[config.mk]
export PLATFORM = sky130hd
export DESIGN_NAME = lfu_cell
export DESIGN_NICKNAME = d
export VERILOG_FILES = /design/src/sv/lfu_pkg.sv /design/src/sv/lfu_cell.sv
export SDC_FILE = /design/constraint.sdc
export NUM_CORES = 1
export LEC_CHECK = 0
export ABC_AREA = 1
export BUFFER_PORTS_ARGS = -buffer_cell sky130_fd_sc_hd__buf_2
export CAP_MARGIN = 20
export CORE_AREA = 2 2 148 107
export CTS_CLUSTER_SIZE = 40
export DETAILED_ROUTE_END_ITERATION = 8
export DIE_AREA = 0 0 150 109
export PLACE_DENSITY = 0.71
export RECOVER_POWER = 25
export SLEW_MARGIN = 20
export SYNTH_ARGS = -nofsm -noshare
export SYNTH_HDL_FRONTEND = slang
export SYNTH_SLANG_ARGS = --single-unit
export TNS_END_PERCENT = 20
[constraint.sdc]
create_clock -name aclk -period 4.7 [get_ports aclk]
set_clock_uncertainty 0.15 [all_clocks]
set_input_delay 0.705 -clock aclk [delete_from_list [all_inputs] [get_ports aclk]]
set_output_delay 0.705 -clock aclk [all_outputs]
set_load 0.01 [all_outputs]
[src/sv/lfu_pkg.sv]
package lfu_pkg;

    // Default table geometry.
    localparam int ENTRIES_DEF  = 32;
    localparam int KEY_BITS_DEF = 16;

    // Fixed field widths.
    localparam int HIT_BITS   = 16;
    localparam int BYTE_BITS  = 32;
    localparam int TOTAL_BITS = 38;
    localparam int KIND_BITS  = 3;
    localparam int OKEY_BITS  = 16;
    localparam int IKEY_BITS  = 16;

    // Stream payload widths, padded to whole bytes.
    localparam int S_TDATA_W = 56;
    localparam int M_TDATA_W = 96;

    // Configuration port.
    localparam int PADDR_W = 3;
    localparam logic [BYTE_BITS-1:0] LIMIT_RESET = 32'd16777216;

    // Result kinds.
    localparam logic [KIND_BITS-1:0] KIND_HIT   = 3'd0;
    localparam logic [KIND_BITS-1:0] KIND_STORE = 3'd1;
    localparam logic [KIND_BITS-1:0] KIND_NODEC = 3'd2;
    localparam logic [KIND_BITS-1:0] KIND_FULL  = 3'd3;
    localparam logic [KIND_BITS-1:0] KIND_EVICT = 3'd4;

    // Control sequencer states.
    typedef enum logic [2:0] {
        ST_IDLE,
        ST_LOOK,
        ST_START,
        ST_SCAN,
        ST_EVICT
    } st_t;

endpackage

[src/sv/lfu_cell.sv]
module lfu_cell
    import lfu_pkg::*;
#(
    parameter int KEY_BITS = KEY_BITS_DEF,
    parameter int IW       = 5,
    parameter int CELL_IDX = 0
) (
    input  logic                 aclk,
    input  logic                 aresetn,
    // Lookup and update from the sequencer.
    input  logic [KEY_BITS-1:0]  look_key,
    output logic                 match,
    output logic                 valid,
    input  logic                 wr,
    input  logic [BYTE_BITS-1:0] wr_bytes,
    input  logic                 inc,
    input  logic                 clr,
    // Candidate from the left neighbor.
    input  logic                 in_go,
    input  logic                 in_have,
    input  logic [HIT_BITS-1:0]  in_hits,
    input  logic [BYTE_BITS-1:0] in_bytes,
    input  logic [KEY_BITS-1:0]  in_key,
    input  logic [IW-1:0]        in_idx,
    // Candidate to the right neighbor.
    output logic                 out_go,
    output logic                 out_have,
    output logic [HIT_BITS-1:0]  out_hits,
    output logic [BYTE_BITS-1:0] out_bytes,
    output logic [KEY_BITS-1:0]  out_key,
    output logic [IW-1:0]        out_idx
);

    logic                 valid_reg;
    logic [KEY_BITS-1:0]  key_reg;
    logic [BYTE_BITS-1:0] bytes_reg;
    logic [HIT_BITS-1:0]  hits_reg;
    logic                 go_reg, have_reg;
    logic [HIT_BITS-1:0]  chits_reg;
    logic [BYTE_BITS-1:0] cbytes_reg;
    logic [KEY_BITS-1:0]  ckey_reg;
    logic [IW-1:0]        cidx_reg;
    logic                 own_first;

    assign match = valid_reg && (key_reg == look_key);
    assign valid = valid_reg;

    // The stored entry ranks first on fewer hits, then smaller size, then lower key.
    always_comb begin
        own_first = 1'b0;
        if (valid_reg) begin
            if (!in_have) begin
                own_first = 1'b1;
            end else if (hits_reg != in_hits) begin
                own_first = hits_reg < in_hits;
            end else if (bytes_reg != in_bytes) begin
                own_first = bytes_reg < in_bytes;
            end else begin
                own_first = key_reg < in_key;
            end
        end
    end

    // Entry storage.
    always_ff @(posedge aclk) begin
        if (!aresetn) begin
            valid_reg <= 1'b0;
        end else if (wr) begin
            valid_reg <= 1'b1;
        end else if (clr) begin
            valid_reg <= 1'b0;
        end
        if (wr) begin
            key_reg   <= look_key;
            bytes_reg <= wr_bytes;
            hits_reg  <= '0;
        end else if (inc && hits_reg != {HIT_BITS{1'b1}}) begin
            hits_reg <= hits_reg + 1'b1;
        end
    end

    // Candidate stage handed on to the next cell.
    always_ff @(posedge aclk) begin
        if (!aresetn) begin
            go_reg <= 1'b0;
        end else begin
            go_reg <= in_go;
        end
        have_reg <= in_have || valid_reg;
        if (own_first) begin
            chits_reg  <= hits_reg;
            cbytes_reg <= bytes_reg;
            ckey_reg   <= key_reg;
            cidx_reg   <= IW'(CELL_IDX);
        end else begin
            chits_reg  <= in_hits;
            cbytes_reg <= in_bytes;
            ckey_reg   <= in_key;
            cidx_reg   <= in_idx;
        end
    end

    assign out_go    = go_reg;
    assign out_have  = have_reg;
    assign out_hits  = chits_reg;
    assign out_bytes = cbytes_reg;
    assign out_key   = ckey_reg;
    assign out_idx   = cidx_reg;

endmodule

==> summary.md, run 1 <==
| Metric | Value |
|---|---|
| Die Y | 109 microns |
| Starting DRT DRC Count | 326 |
| Layout cells sized above 1 | 23.5% |
| Final setup fails | 0 |
| HP Class | input pin to flip-flop |
| Status | completed |
| Critical path type | flip-flop to output pin |
| F_max | 274 MHz |
| Unrepaired setup endpoints after global routing | false |
| Largest cells by area after synthesis | dfxtp_1 (27%), edfxtp_1 (22%), nand2_1 (12%) |
| CTS H-tree depth | 4 |
| Post-synth ARST share | 0% |
| TritonCTS Sinks | 136 |
| Vias per inst | 4.80 |
| Final min period | 3650 ps |
| Post-DP HPWL | 12100 microns |
| Largest net degree at the start of global routing | 70 |
| VDD IR max | 0.209 mV |
| Synth cell count leaders | nand2_1 (219), inv_1 (109), dfxtp_1 (88) |
| Fillers | 1411 |
| Worst-Skew Late Latency | 410 ps |
| Crit-path max FO | 32 |
| Hold_buf cts | 0 |
| Part of the power in registers | 43.4% |
| Period utilization | 77.6% |
| Count leader, synth | nand2_1 |
| IO Count | 197 |
| CTS max path bufs | 2 |
| GR Util All Layers | 20.7% |
| Post-synth top area share | 26.7% |
| Power Density | 376 mW/mm^2 |
| Post-synthesis sequential area ratio | 48.5% |
| Mapped Avg Cell Area | 8.52 sq um |
| CTS clk-pin slew, worst paths | 60 ps |
| Remaining Overflow, GRT | 0 |
| Static leakage | 0.00430 uW |
| 1st-pass router iterations | 4 |
| Synth Cell Area | 0.00660 sq mm |
| Yosys warning count | 0 |
| Count of cell types in the netlist | 34 |
| First-pass GRT wire length | 26100 microns |
| PortBufs | 196 |
| RD Place Congestion | 0.813 |
| P_sw | 789 uW |
| Total Neg Setup Slack | 0 ps |
| Initial antenna violation count | 3 |
| Postcts setup bufs | 0 |
| Hold_ws | 316 ps |
| Post-DRT Antenna Nets | 0 |
| Switching share of power | 25.2% |
| Fin nets | 1158 |
| Post-Synthesis Cells | 775 |
| Residual DRC | 0 |
| Synth area leader | dfxtp_1 |
| Width of the die | 150 microns |
| Synthesis-stage register bit count | 136 |
| Final wirelength | 16500 microns |
| Clock root buffer | clkbuf_16 |
| Pint | 2340 uW |
| Final hold vios | 0 |
| Core footprint | 0.0150 sq mm |
| Max_slew headroom | 1.53% |
| Most used DFF post-synth | dfxtp_1 |
| Clock share of power | 44.4% |
| Post-synth EDFFs | 48 |
| MaxCap Viol Count | 0 |
| Vias in the first global route | 5347 |
| Worst Path Required | 3850 ps |
| Comb power frac | 12.1% |
| Crit end category | output pin |
| Initial Utilization | 44.0% |
| CTS tree | done |
| CTS Buf Count | 17 |
| Drt wl/cell | 13.9 microns |
| Critical path arrival | 2790 ps |
| Area Overhead vs Synth | 26.1% |
| Vias | 5689 |
| Die area | 0.0164 sq mm |
| Syn_nets | 963 |
| Final Max Slew Viols | 0 |
| Worst Tran Pin Value | 1470 ps |
| Cell Rows | 38 |
| Cts repair resizes | 0 |
| Startpoint types | flip-flop |
==> power groups by stage <==
stage | logic, uW | clock network (uW) | registers [uW]
6_report | 380 | 1390 | 1360
2_1_floorplan | 191 | 0 | 1400
3_5_place_dp | 383 | 0 | 1390
4_1_cts | 386 | 1420 | 1360
3_3_place_gp | 376 | 0 | 1390
5_1_grt | 438 | 1480 | 1370
==> layout make-up <==
type | count | area (sq um) | share of cell area [%]
sequential | 136 | 3200 | 38.4
tap | 200 | 250 | 3.00
inverter | 110 | 413 | 4.96
antenna | 1 | 2.50 | 0.0300
clock inverter | 11 | 131 | 1.58
multi-input combinational | 506 | 2860 | 34.3
timing repair buffer | 199 | 982 | 11.8
clock buffer | 21 | 493 | 5.92
==> worst paths after layout <==
check,from,endpoint,slack [ps],cells past startpoint
worst min register to register,bytes_reg[8],out_bytes[8],350,2
worst max register to register,valid,out_hits[0],1690,4
worst max-delay path,valid,match,1050,5
worst min-delay path,wr_bytes[9],bytes_reg[9],320,1
==> layer usage <==
metal,share of wire [%],global-route usage (%)
met1,45,27.6
met2,46,33.2
met3,7.7,5.15
met4,1.3,6.54
met5,0.16,0
==> cells in the final DEF, fill, tap and decap left out, types with 4 or more instances in the layout <==
| master | count |
|---|---|
| nand2_1 | 219 |
| a21o_1 | 4 |
| dfxtp_1 | 88 |
| o21ai_0 | 18 |
| clkbuf_1 | 17 |
| a21boi_0 | 6 |
| a21oi_1 | 38 |
| clkbuf_16 | 19 |
| nand3_2 | 10 |
| nor3_1 | 9 |
| nand3_1 | 70 |
| nor2_1 | 36 |
| nor4_1 | 4 |
| ha_1 | 64 |
| edfxtp_1 | 48 |
| inv_1 | 109 |
| buf_2 | 179 |
| inv_6 | 4 |
==> metrics by stage <==
| stage | util (%) | cells | instance area (sq um) | setup WS, ps | total power [uW] |
|---|---|---|---|---|---|
| after floorplan | - | 775 | 6600 | 2260 | 1590 |
| after global placement | 51.4 | 1151 | 7730 | 1360 | 1760 |
| after detailed placement | 51.4 | 1151 | 7730 | 1330 | 1770 |
| after CTS | 55.6 | 1183 | 8350 | 1560 | 3170 |
| after global routing | 55.4 | 1184 | 8330 | 648 | 3290 |
| final | 55.4 | 1184 | 8330 | 1050 | 3130 |
==> cell families after synthesis <==
group | share of synthesized area, %
fa+ha+maj | 12.1
xor+xnor | 0.531
compound gates | 6.82
flops | 48.5
buf+inv | 8.26
simple gates | 23.8
==> worst max-delay path: stages (launching register included) <==
cell       delay (ps)
dfxtp_1          1310
nand3_1           150
a2111oi_0         520
nand3_1           120
nor2_1            140
buf_2             140
Note: power is estimated with default switching activity, not from simulation.
==> run 2: changes to the inputs <==
Settings changed: ABC_AREA 1 to 0, CORE_AREA 2 2 148 107 to 2 2 144 104, DIE_AREA 0 0 150 109 to 0 0 146 106, PLACE_DENSITY 0.71 to 0.72.
Clock period 4.7 ns to 3.7 ns, I/O delays scaled along.
==> run 2 against run 1 <==
Effect of this change:
- the run now ends with max-capacitance violations, max-slew violations left
- die area is 5.3% lower
- cell area is 4.2% lower
- combinational power is 27% higher
- flip-flop and latch count stayed put
- critical path depth is 4 higher
- final cell count is 21% lower
- setup slack worse by 400 ps
- clock power is 24% higher
- first-iteration DRC count is 44% lower
- sequential power is 26% higher
- critical endpoint is now out_bytes[1]
==> summary.md, run 2 <==
| Metric | Value |
|---|---|
| First-pass GRT wire length | 23300 microns (-11%) |
| Critical path type | flip-flop to flip-flop |
| CTS clk-pin slew, worst paths | 60 ps (about the same) |
| Final Max Slew Viols | 50 (+50) |
| Starting DRT DRC Count | 184 (-44%) |
| CTS tree | done |
| CP peak stage delay | 470 ps (-840 ps) |
| MaxCap Viol Count | 1 (+1) |
| Crit-path max FO | 53 (+66%) |
| Fin nets | 921 (-20%) |
| Failing checks | max-capacitance violations, max-slew violations |
| Die Y | 106 microns (-2.8%) |
| VDD IR max | 0.297 mV (+42%) |
| Switching share of power | 24.4% (-0.75 points) |
| TritonCTS Sinks | 136 (unchanged) |
| Drt wl/cell | 15.4 microns (+11%) |
| Post-DP HPWL | 11100 microns (-8.4%) |
| Compound-gate portion of the synthesized area | 5.91% (-0.91 points) |
| Static leakage | 0.00374 uW (-13%) |
| Width of the die | 146 microns (-2.7%) |
| M1 WL | 6090 microns (-18%) |
| Initial Utilization | 43.5% (-0.46 points) |
| Critical path arrival | 3210 ps (+420 ps) |
| Initial antenna violation count | 0 (-3) |
| Commonest non-fill, non-tap cell in the layout | buf_2 |
| Synth cell count leaders | dfxtp_1 (88), inv_1 (68), ha_1 (64) |
| Cts repair resizes | 0 (unchanged) |
| Most frequent cells in the layout | buf_2 (179), dfxtp_1 (88), inv_1 (68) |
| Residual DRC | 0 (unchanged) |
| Total power | 3930 uW (+25%) |
| Metal3 WL | 1210 microns (-5.1%) |
| Simple-gate share of the synthesized area | 8.21% (-16 points) |
| Max_slew headroom | -92.2% (-94 points) |
| Post-Synth XOR/XNOR Area | 4.38% (+3.8 points) |
| Post-synth ARST share | 0% (unchanged) |
| Pint | 2970 uW (+27%) |
| IO Count | 197 (unchanged) |
| Clock share of power | 43.9% (-0.5 points) |
| Synth Area in Adders | 12.9% (+0.79 points) |
| Crit end category | flip-flop |
| Top Layer Used | met4 |
| Hold_ws | 149 ps (-167 ps) |
| N_diodes | 0 (-1) |
| GR Util All Layers | 19.4% (-1.3 points) |
| Remaining Overflow, GRT | 0 (unchanged) |
| Area Overhead vs Synth | 28.7% |
| RD Place Congestion | 0.821 (+0.98%) |
| Comb power frac | 12.3% (+0.2 points) |
| Fillers | 1268 (-10%) |
| Synthesis-stage register bit count | 136 (unchanged) |
| CTS H-tree depth | 4 (unchanged) |
| Met2 WL | 6870 microns (-9.1%) |
| Syn_nets | 712 (-26%) |
| Final wirelength | 14500 microns (-12%) |
| Worst-Skew Late Latency | 430 ps (+20 ps) |
| Startpoint types | flip-flop |
| CTS Buf Count | 17 (unchanged) |
| Post-synth EDFFs | 48 (unchanged) |
| P_sw | 959 uW (+22%) |
| Final min period | 3050 ps |
| Worst Tran Pin Value | 2880 ps (+1410 ps) |
| Total Neg Setup Slack | 0 ps (unchanged) |
| Post-synth top area share | 28.4% (+1.7 points) |
| Post-synthesis sequential area ratio | 51.6% (+3.1 points) |
| Final worst slack | 650 ps (-403 ps) |
| Period utilization | 82.4% |
| Core footprint | 0.0143 sq mm (-5.1%) |
| F_max | 328 MHz |
| Count leader, synth | dfxtp_1 |
| Unrepaired setup endpoints after global routing | false |
| Layout cells sized above 1 | 37.4% (+14 points) |
| Largest net degree at the start of global routing | 54 (-23%) |
| Vias in the first global route | 4796 (-10%) |
| Most used DFF post-synth | dfxtp_1 |
| Synth Cell Area | 0.00620 sq mm (-6.1%) |
| Power Density | 492 mW/mm^2 (+31%) |
| Final setup fails | 0 (unchanged) |
| Yosys warning count | 0 (unchanged) |
| Vias per inst | 4.89 (+1.8%) |
| Hold_buf cts | 0 (unchanged) |
| Post-place setup slack | 343 ps (-987 ps) |
| Slowest cell on crit path | a221oi_1 |
| CTS max path bufs | 2 (unchanged) |
| Synth area leader | dfxtp_1 |
| HP Class | input pin to flip-flop |
| Status | finished with violations |
| Post-synthesis mux area share | 11.7% (+12 points) |
| Mapped Avg Cell Area | 11.8 sq um (+39%) |
| Part of the power in registers | 43.8% (+0.4 points) |
| Largest cells by area after synthesis | dfxtp_1 (28%), edfxtp_1 (23%), ha_1 (13%) |
| Die area | 0.0155 sq mm (-5.3%) |
| Clock root buffer | clkbuf_16 |
| Cell Rows | 37 (-2.6%) |
| Final hold vios | 0 (unchanged) |
| Largest family of logic cells by synthesized area | adder cells |
| Vias | 4605 (-19%) |
| Postcts setup bufs | 0 (unchanged) |
| Post-DRT Antenna Nets | 0 (unchanged) |
| PortBufs | 196 (unchanged) |
| Count of cell types in the netlist | 43 (+26%) |
| CP cell instances | ha_1, nor2b_1, nor3_1, o211ai_1, a221oi_1, o2111ai_1, a21oi_4, buf_12, mux2_2 |
| Worst Path Required | 3860 ps (about the same) |
| 1st-pass router iterations | 4 (unchanged) |
| Post-Synthesis Cells | 524 (-32%) |
==> run 2: cell types whose count changed after synthesis, sizes merged, moves of 9 or more <==
cell   before  now
o21ai      18    7
nand3      80   10
nand4       3   20
a21oi      38   22
mux2        0   62
nand2     221   15
inv       110   68
xnor2       1   20
nor2       36   27
==> run 2: stage by stage <==
stage,instance area [sq um],utilization (%),cells
after CTS,8000,56.1,941
after global routing,7980,56.0,941
after floorplan,6200,-,524
after global placement,7400,51.9,909
after detailed placement,7400,51.9,909
final,7980,56.0,941
==> run 2: per-layer routing <==
metal / global-route usage [%] / vias to the layer above
met2: 31.5 / 164
met3: 6.65 / 28
met5: 0 / -
li1: - / 2276
met1: 23.1 / 2137
met4: 9.71 / 0
==> run 2: area by class of cell <==
class | instances | area [sq um] | area share [%]
clock buffer | 17 | 425 | 5.33
clock inverter | 15 | 175 | 2.19
inverter | 68 | 255 | 3.20
multi-input combinational | 311 | 2680 | 33.6
sequential | 136 | 3200 | 40.1
tap | 195 | 244 | 3.06
timing repair buffer | 199 | 995 | 12.5
==> run 2: logic make-up (layout without fill, tap and decap cells) <==
| family | Yosys count | after routing |
|---|---|---|
| simple gates | 97 | 97 |
| compound gates | 54 | 54 |
| mux | 65 | 65 |
| fa+ha+maj | 64 | 64 |
| flops | 136 | 136 |
| buf+inv | 77 | 299 |
| xor+xnor | 31 | 31 |
==> run 2: worst paths after layout <==
| kind | from | to | slack, ps | cells past startpoint |
|---|---|---|---|---|
| worst min register to register | bytes_reg[21] | out_bytes[21] | 360 | 1 |
| worst max-delay path | bytes_reg[1] | out_bytes[1] | 650 | 9 |
| worst max register to register | bytes_reg[1] | out_bytes[1] | 650 | 9 |
| worst min-delay path | wr_bytes[20] | bytes_reg[20] | 150 | 1 |
==> run 2: power by group through the flow <==
stage | Sequential (uW) | Clock, uW | Combinational, uW
4_1_cts | 1720 | 1760 | 492
2_1_floorplan | 1780 | 0 | 238
5_1_grt | 1730 | 1830 | 540
3_5_place_dp | 1750 | 0 | 486
6_report | 1720 | 1720 | 483
3_3_place_gp | 1750 | 0 | 471
==> run 2: worst max-delay path, delay by kind of cell (launching register included) <==
kind                       cells  cell delay, ps
AOI/OAI and AO/OA              4            1060
DFF                            1             390
muxes                          1             380
and+or+nand+nor                2             310
adders and majority gates      1             310
buffers and inverters          1             290
==> run 3: changes to the inputs <==
Clock period 3.7 ns to 2.9 ns, I/O delays scaled along.
==> run 3 against run 2 <==
Effect of this change:
- flip-flop and latch count is the same
- routed wire length rose by 5.0%
- the flow still finishes with violations (max-capacitance violations, max-slew violations)
- critical endpoint is now out_hits[7]
- cell area rose by 3.8%
- sequential power is 27% higher
- combinational power grew 40%
- setup slack got worse by 540 ps
- utilization up 2.1 points
- non-clock buffer count is 18 higher
==> summary.md, run 3 (same netlist as run 2, synthesis figures left out) <==
| Metric | Value |
|---|---|
| Worst-Skew Late Latency | 420 ps (about the same) |
| P_sw | 1250 uW (+30%) |
| CTS tree | done |
| Max_slew headroom | -12.6% (+80 points) |
| Vias in the first global route | 4933 (+2.9%) |
| Comb power frac | 13.1% (+0.8 points) |
| Power Density | 619 mW/mm^2 (+26%) |
| Clock root buffer | clkbuf_16 |
| Status | finished with violations |
| Static leakage | 0.00387 uW (+3.6%) |
| Core footprint | 0.0143 sq mm (unchanged) |
| Starting DRT DRC Count | 197 (+7.1%) |
| VDD IR max | 0.365 mV (+23%) |
| First-pass GRT wire length | 24000 microns (+3.1%) |
| Most frequent cells in the layout | buf_2 (179), dfxtp_1 (88), inv_1 (68) |
| Initial Utilization | 43.5% (unchanged) |
| Failing checks | max-capacitance violations, max-slew violations |
| Drt wl/cell | 15.9 microns (+2.9%) |
| Final wirelength | 15300 microns (+5.0%) |
| Commonest non-fill, non-tap cell in the layout | buf_2 |
| Final setup fails | 0 (unchanged) |
| MaxCap Viol Count | 1 (unchanged) |
| CP peak stage delay | 440 ps (-30 ps) |
| Fin cells | 960 (+2.0%) |
| HP Class | input pin to flip-flop |
| PortBufs | 196 (unchanged) |
| Cell Rows | 37 (unchanged) |
| CTS max path bufs | 2 (unchanged) |
| Width of the die | 146 microns (unchanged) |
| Placed cells | 922 (+1.4%) |
| Unrepaired setup endpoints after global routing | true |
| Vias | 4685 (+1.7%) |
| TritonCTS Sinks | 136 (unchanged) |
| RD Place Congestion | 0.823 (+0.23%) |
| Worst Tran Pin Value | 1690 ps (-1190 ps) |
| Part of the power in registers | 42.8% (-1.0 points) |
| Period utilization | 96.3% (+14 points) |
| Post-DP HPWL | 11100 microns (about the same) |
| Post-DRT Antenna Nets | 0 (unchanged) |
| Critical path arrival | 2940 ps (-270 ps) |
| Layout cells sized above 1 | 40.1% (+2.7 points) |
| Initial antenna violation count | 0 (unchanged) |
| Final hold vios | 0 (unchanged) |
| Worst Path Required | 3050 ps (-810 ps) |
| Final min period | 2790 ps (-257 ps) |
| IO Count | 197 (unchanged) |
| Area Overhead vs Synth | 33.5% |
| Hold_ws | 37.5 ps (-112 ps) |
| Crit-path max FO | 7 (-87%) |
| CP cell instances | ha_4, nor2b_4, nor3_2, o211ai_1, a221oi_2, o2111ai_4, a21oi_4, buf_6, clkbuf_16, mux2_2 |
| Remaining Overflow, GRT | 0 (unchanged) |
| CTS H-tree depth | 4 (unchanged) |
| CTS Buf Count | 17 (unchanged) |
| Vias per inst | 4.88 (-0.28%) |
| Final Max Slew Viols | 66 (+32%) |
| Crit end category | flip-flop |
| 1st-pass router iterations | 4 (unchanged) |
| Residual DRC | 0 (unchanged) |
| Largest net degree at the start of global routing | 66 (+22%) |
| Die Y | 106 microns (unchanged) |
| Startpoint types | flip-flop |
| GR Util All Layers | 20.1% (+0.69 points) |
| F_max | 358 MHz (+9.2%) |
| Slowest cell on crit path | edfxtp_1 |
| CTS clk-pin slew, worst paths | 60 ps (about the same) |
| Clock share of power | 44.1% (+0.2 points) |
| Finished Core Util | 58.1% (+2.1 points) |
| Post-place setup slack | -326 ps (-669 ps) |
| Fin nets | 939 (+2.0%) |
| Final worst slack | 107 ps (-543 ps) |
| Critical path type | flip-flop to flip-flop |
| Die area | 0.0155 sq mm (unchanged) |
| Switching share of power | 24.4% (-0.026 points) |
| Pint | 3880 uW (+31%) |
## run 3: cell type report
class                   count  area, sq um
diodes                      1         2.50
inverters                  68          255
clock inverters            13          168
multi-input cells         311         2750
fillers                  1229         5980
clock buffers              19          453
flip-flops and latches    136         3200
repair buffers            217         1200
well taps                 195          244
## run 3: timing repair
| item | CTS | global route |
|---|---|---|
| pin swaps | 3 | 1 |
| gates cloned | 1 | 2 |
| hold buffers | 0 | 0 |
| resized for setup | 4 | 10 |
| endpoints found under the setup margin | 67 | 62 |
| buffers inserted | 2 | 0 |
## run 3: per-layer routing
layer / routed length (microns) / GRT usage [%] / up-vias / share of wire (%)
met1: 6880 / 24.5 / 2207 / 45
met2: 7210 / 33.1 / 155 / 47
met4: 164 / 8.67 / 0 / 1.1
met5: 0 / 0 / - / 0
li1: - / - / 2313 / -
met3: 1010 / 6.35 / 10 / 6.6
## run 3: stage by stage
stage	power, uW	instance area [sq um]	TNS (ps)
final	5130	8280	0
after global routing	5340	8280	-370
after CTS	5160	8210	0
after floorplan	2570	6200	0
after detailed placement	2870	7520	-19460
after global placement	2840	7520	-13820
## run 3: worst max-delay path: cells and delay by family (launching register included)
family / cells / cell delay, ps
buffers and inverters: 2 / 330
and+or+nand+nor: 2 / 230
adders and majority gates: 1 / 240
muxes: 1 / 330
AOI/OAI and AO/OA: 4 / 950
DFF: 1 / 440
## run 3: power groups by stage
stage / combinational, uW / sequential, uW / clock, uW
2_1_floorplan: 303 / 2260 / 0
3_3_place_gp: 616 / 2230 / 0
3_5_place_dp: 637 / 2230 / 0
4_1_cts: 662 / 2190 / 2300
5_1_grt: 746 / 2210 / 2390
6_report: 674 / 2190 / 2260
## run 3: worst paths after layout
kind / startpoint / end / slack [ps] / cells past startpoint
worst max-delay path: bytes_reg[1] / out_hits[7] / 110 / 10
worst max register to register: bytes_reg[1] / out_hits[7] / 110 / 10
worst min register to register: bytes_reg[14] / out_bytes[14] / 360 / 1
worst min-delay path: wr_bytes[16] / bytes_reg[16] / 40 / 1
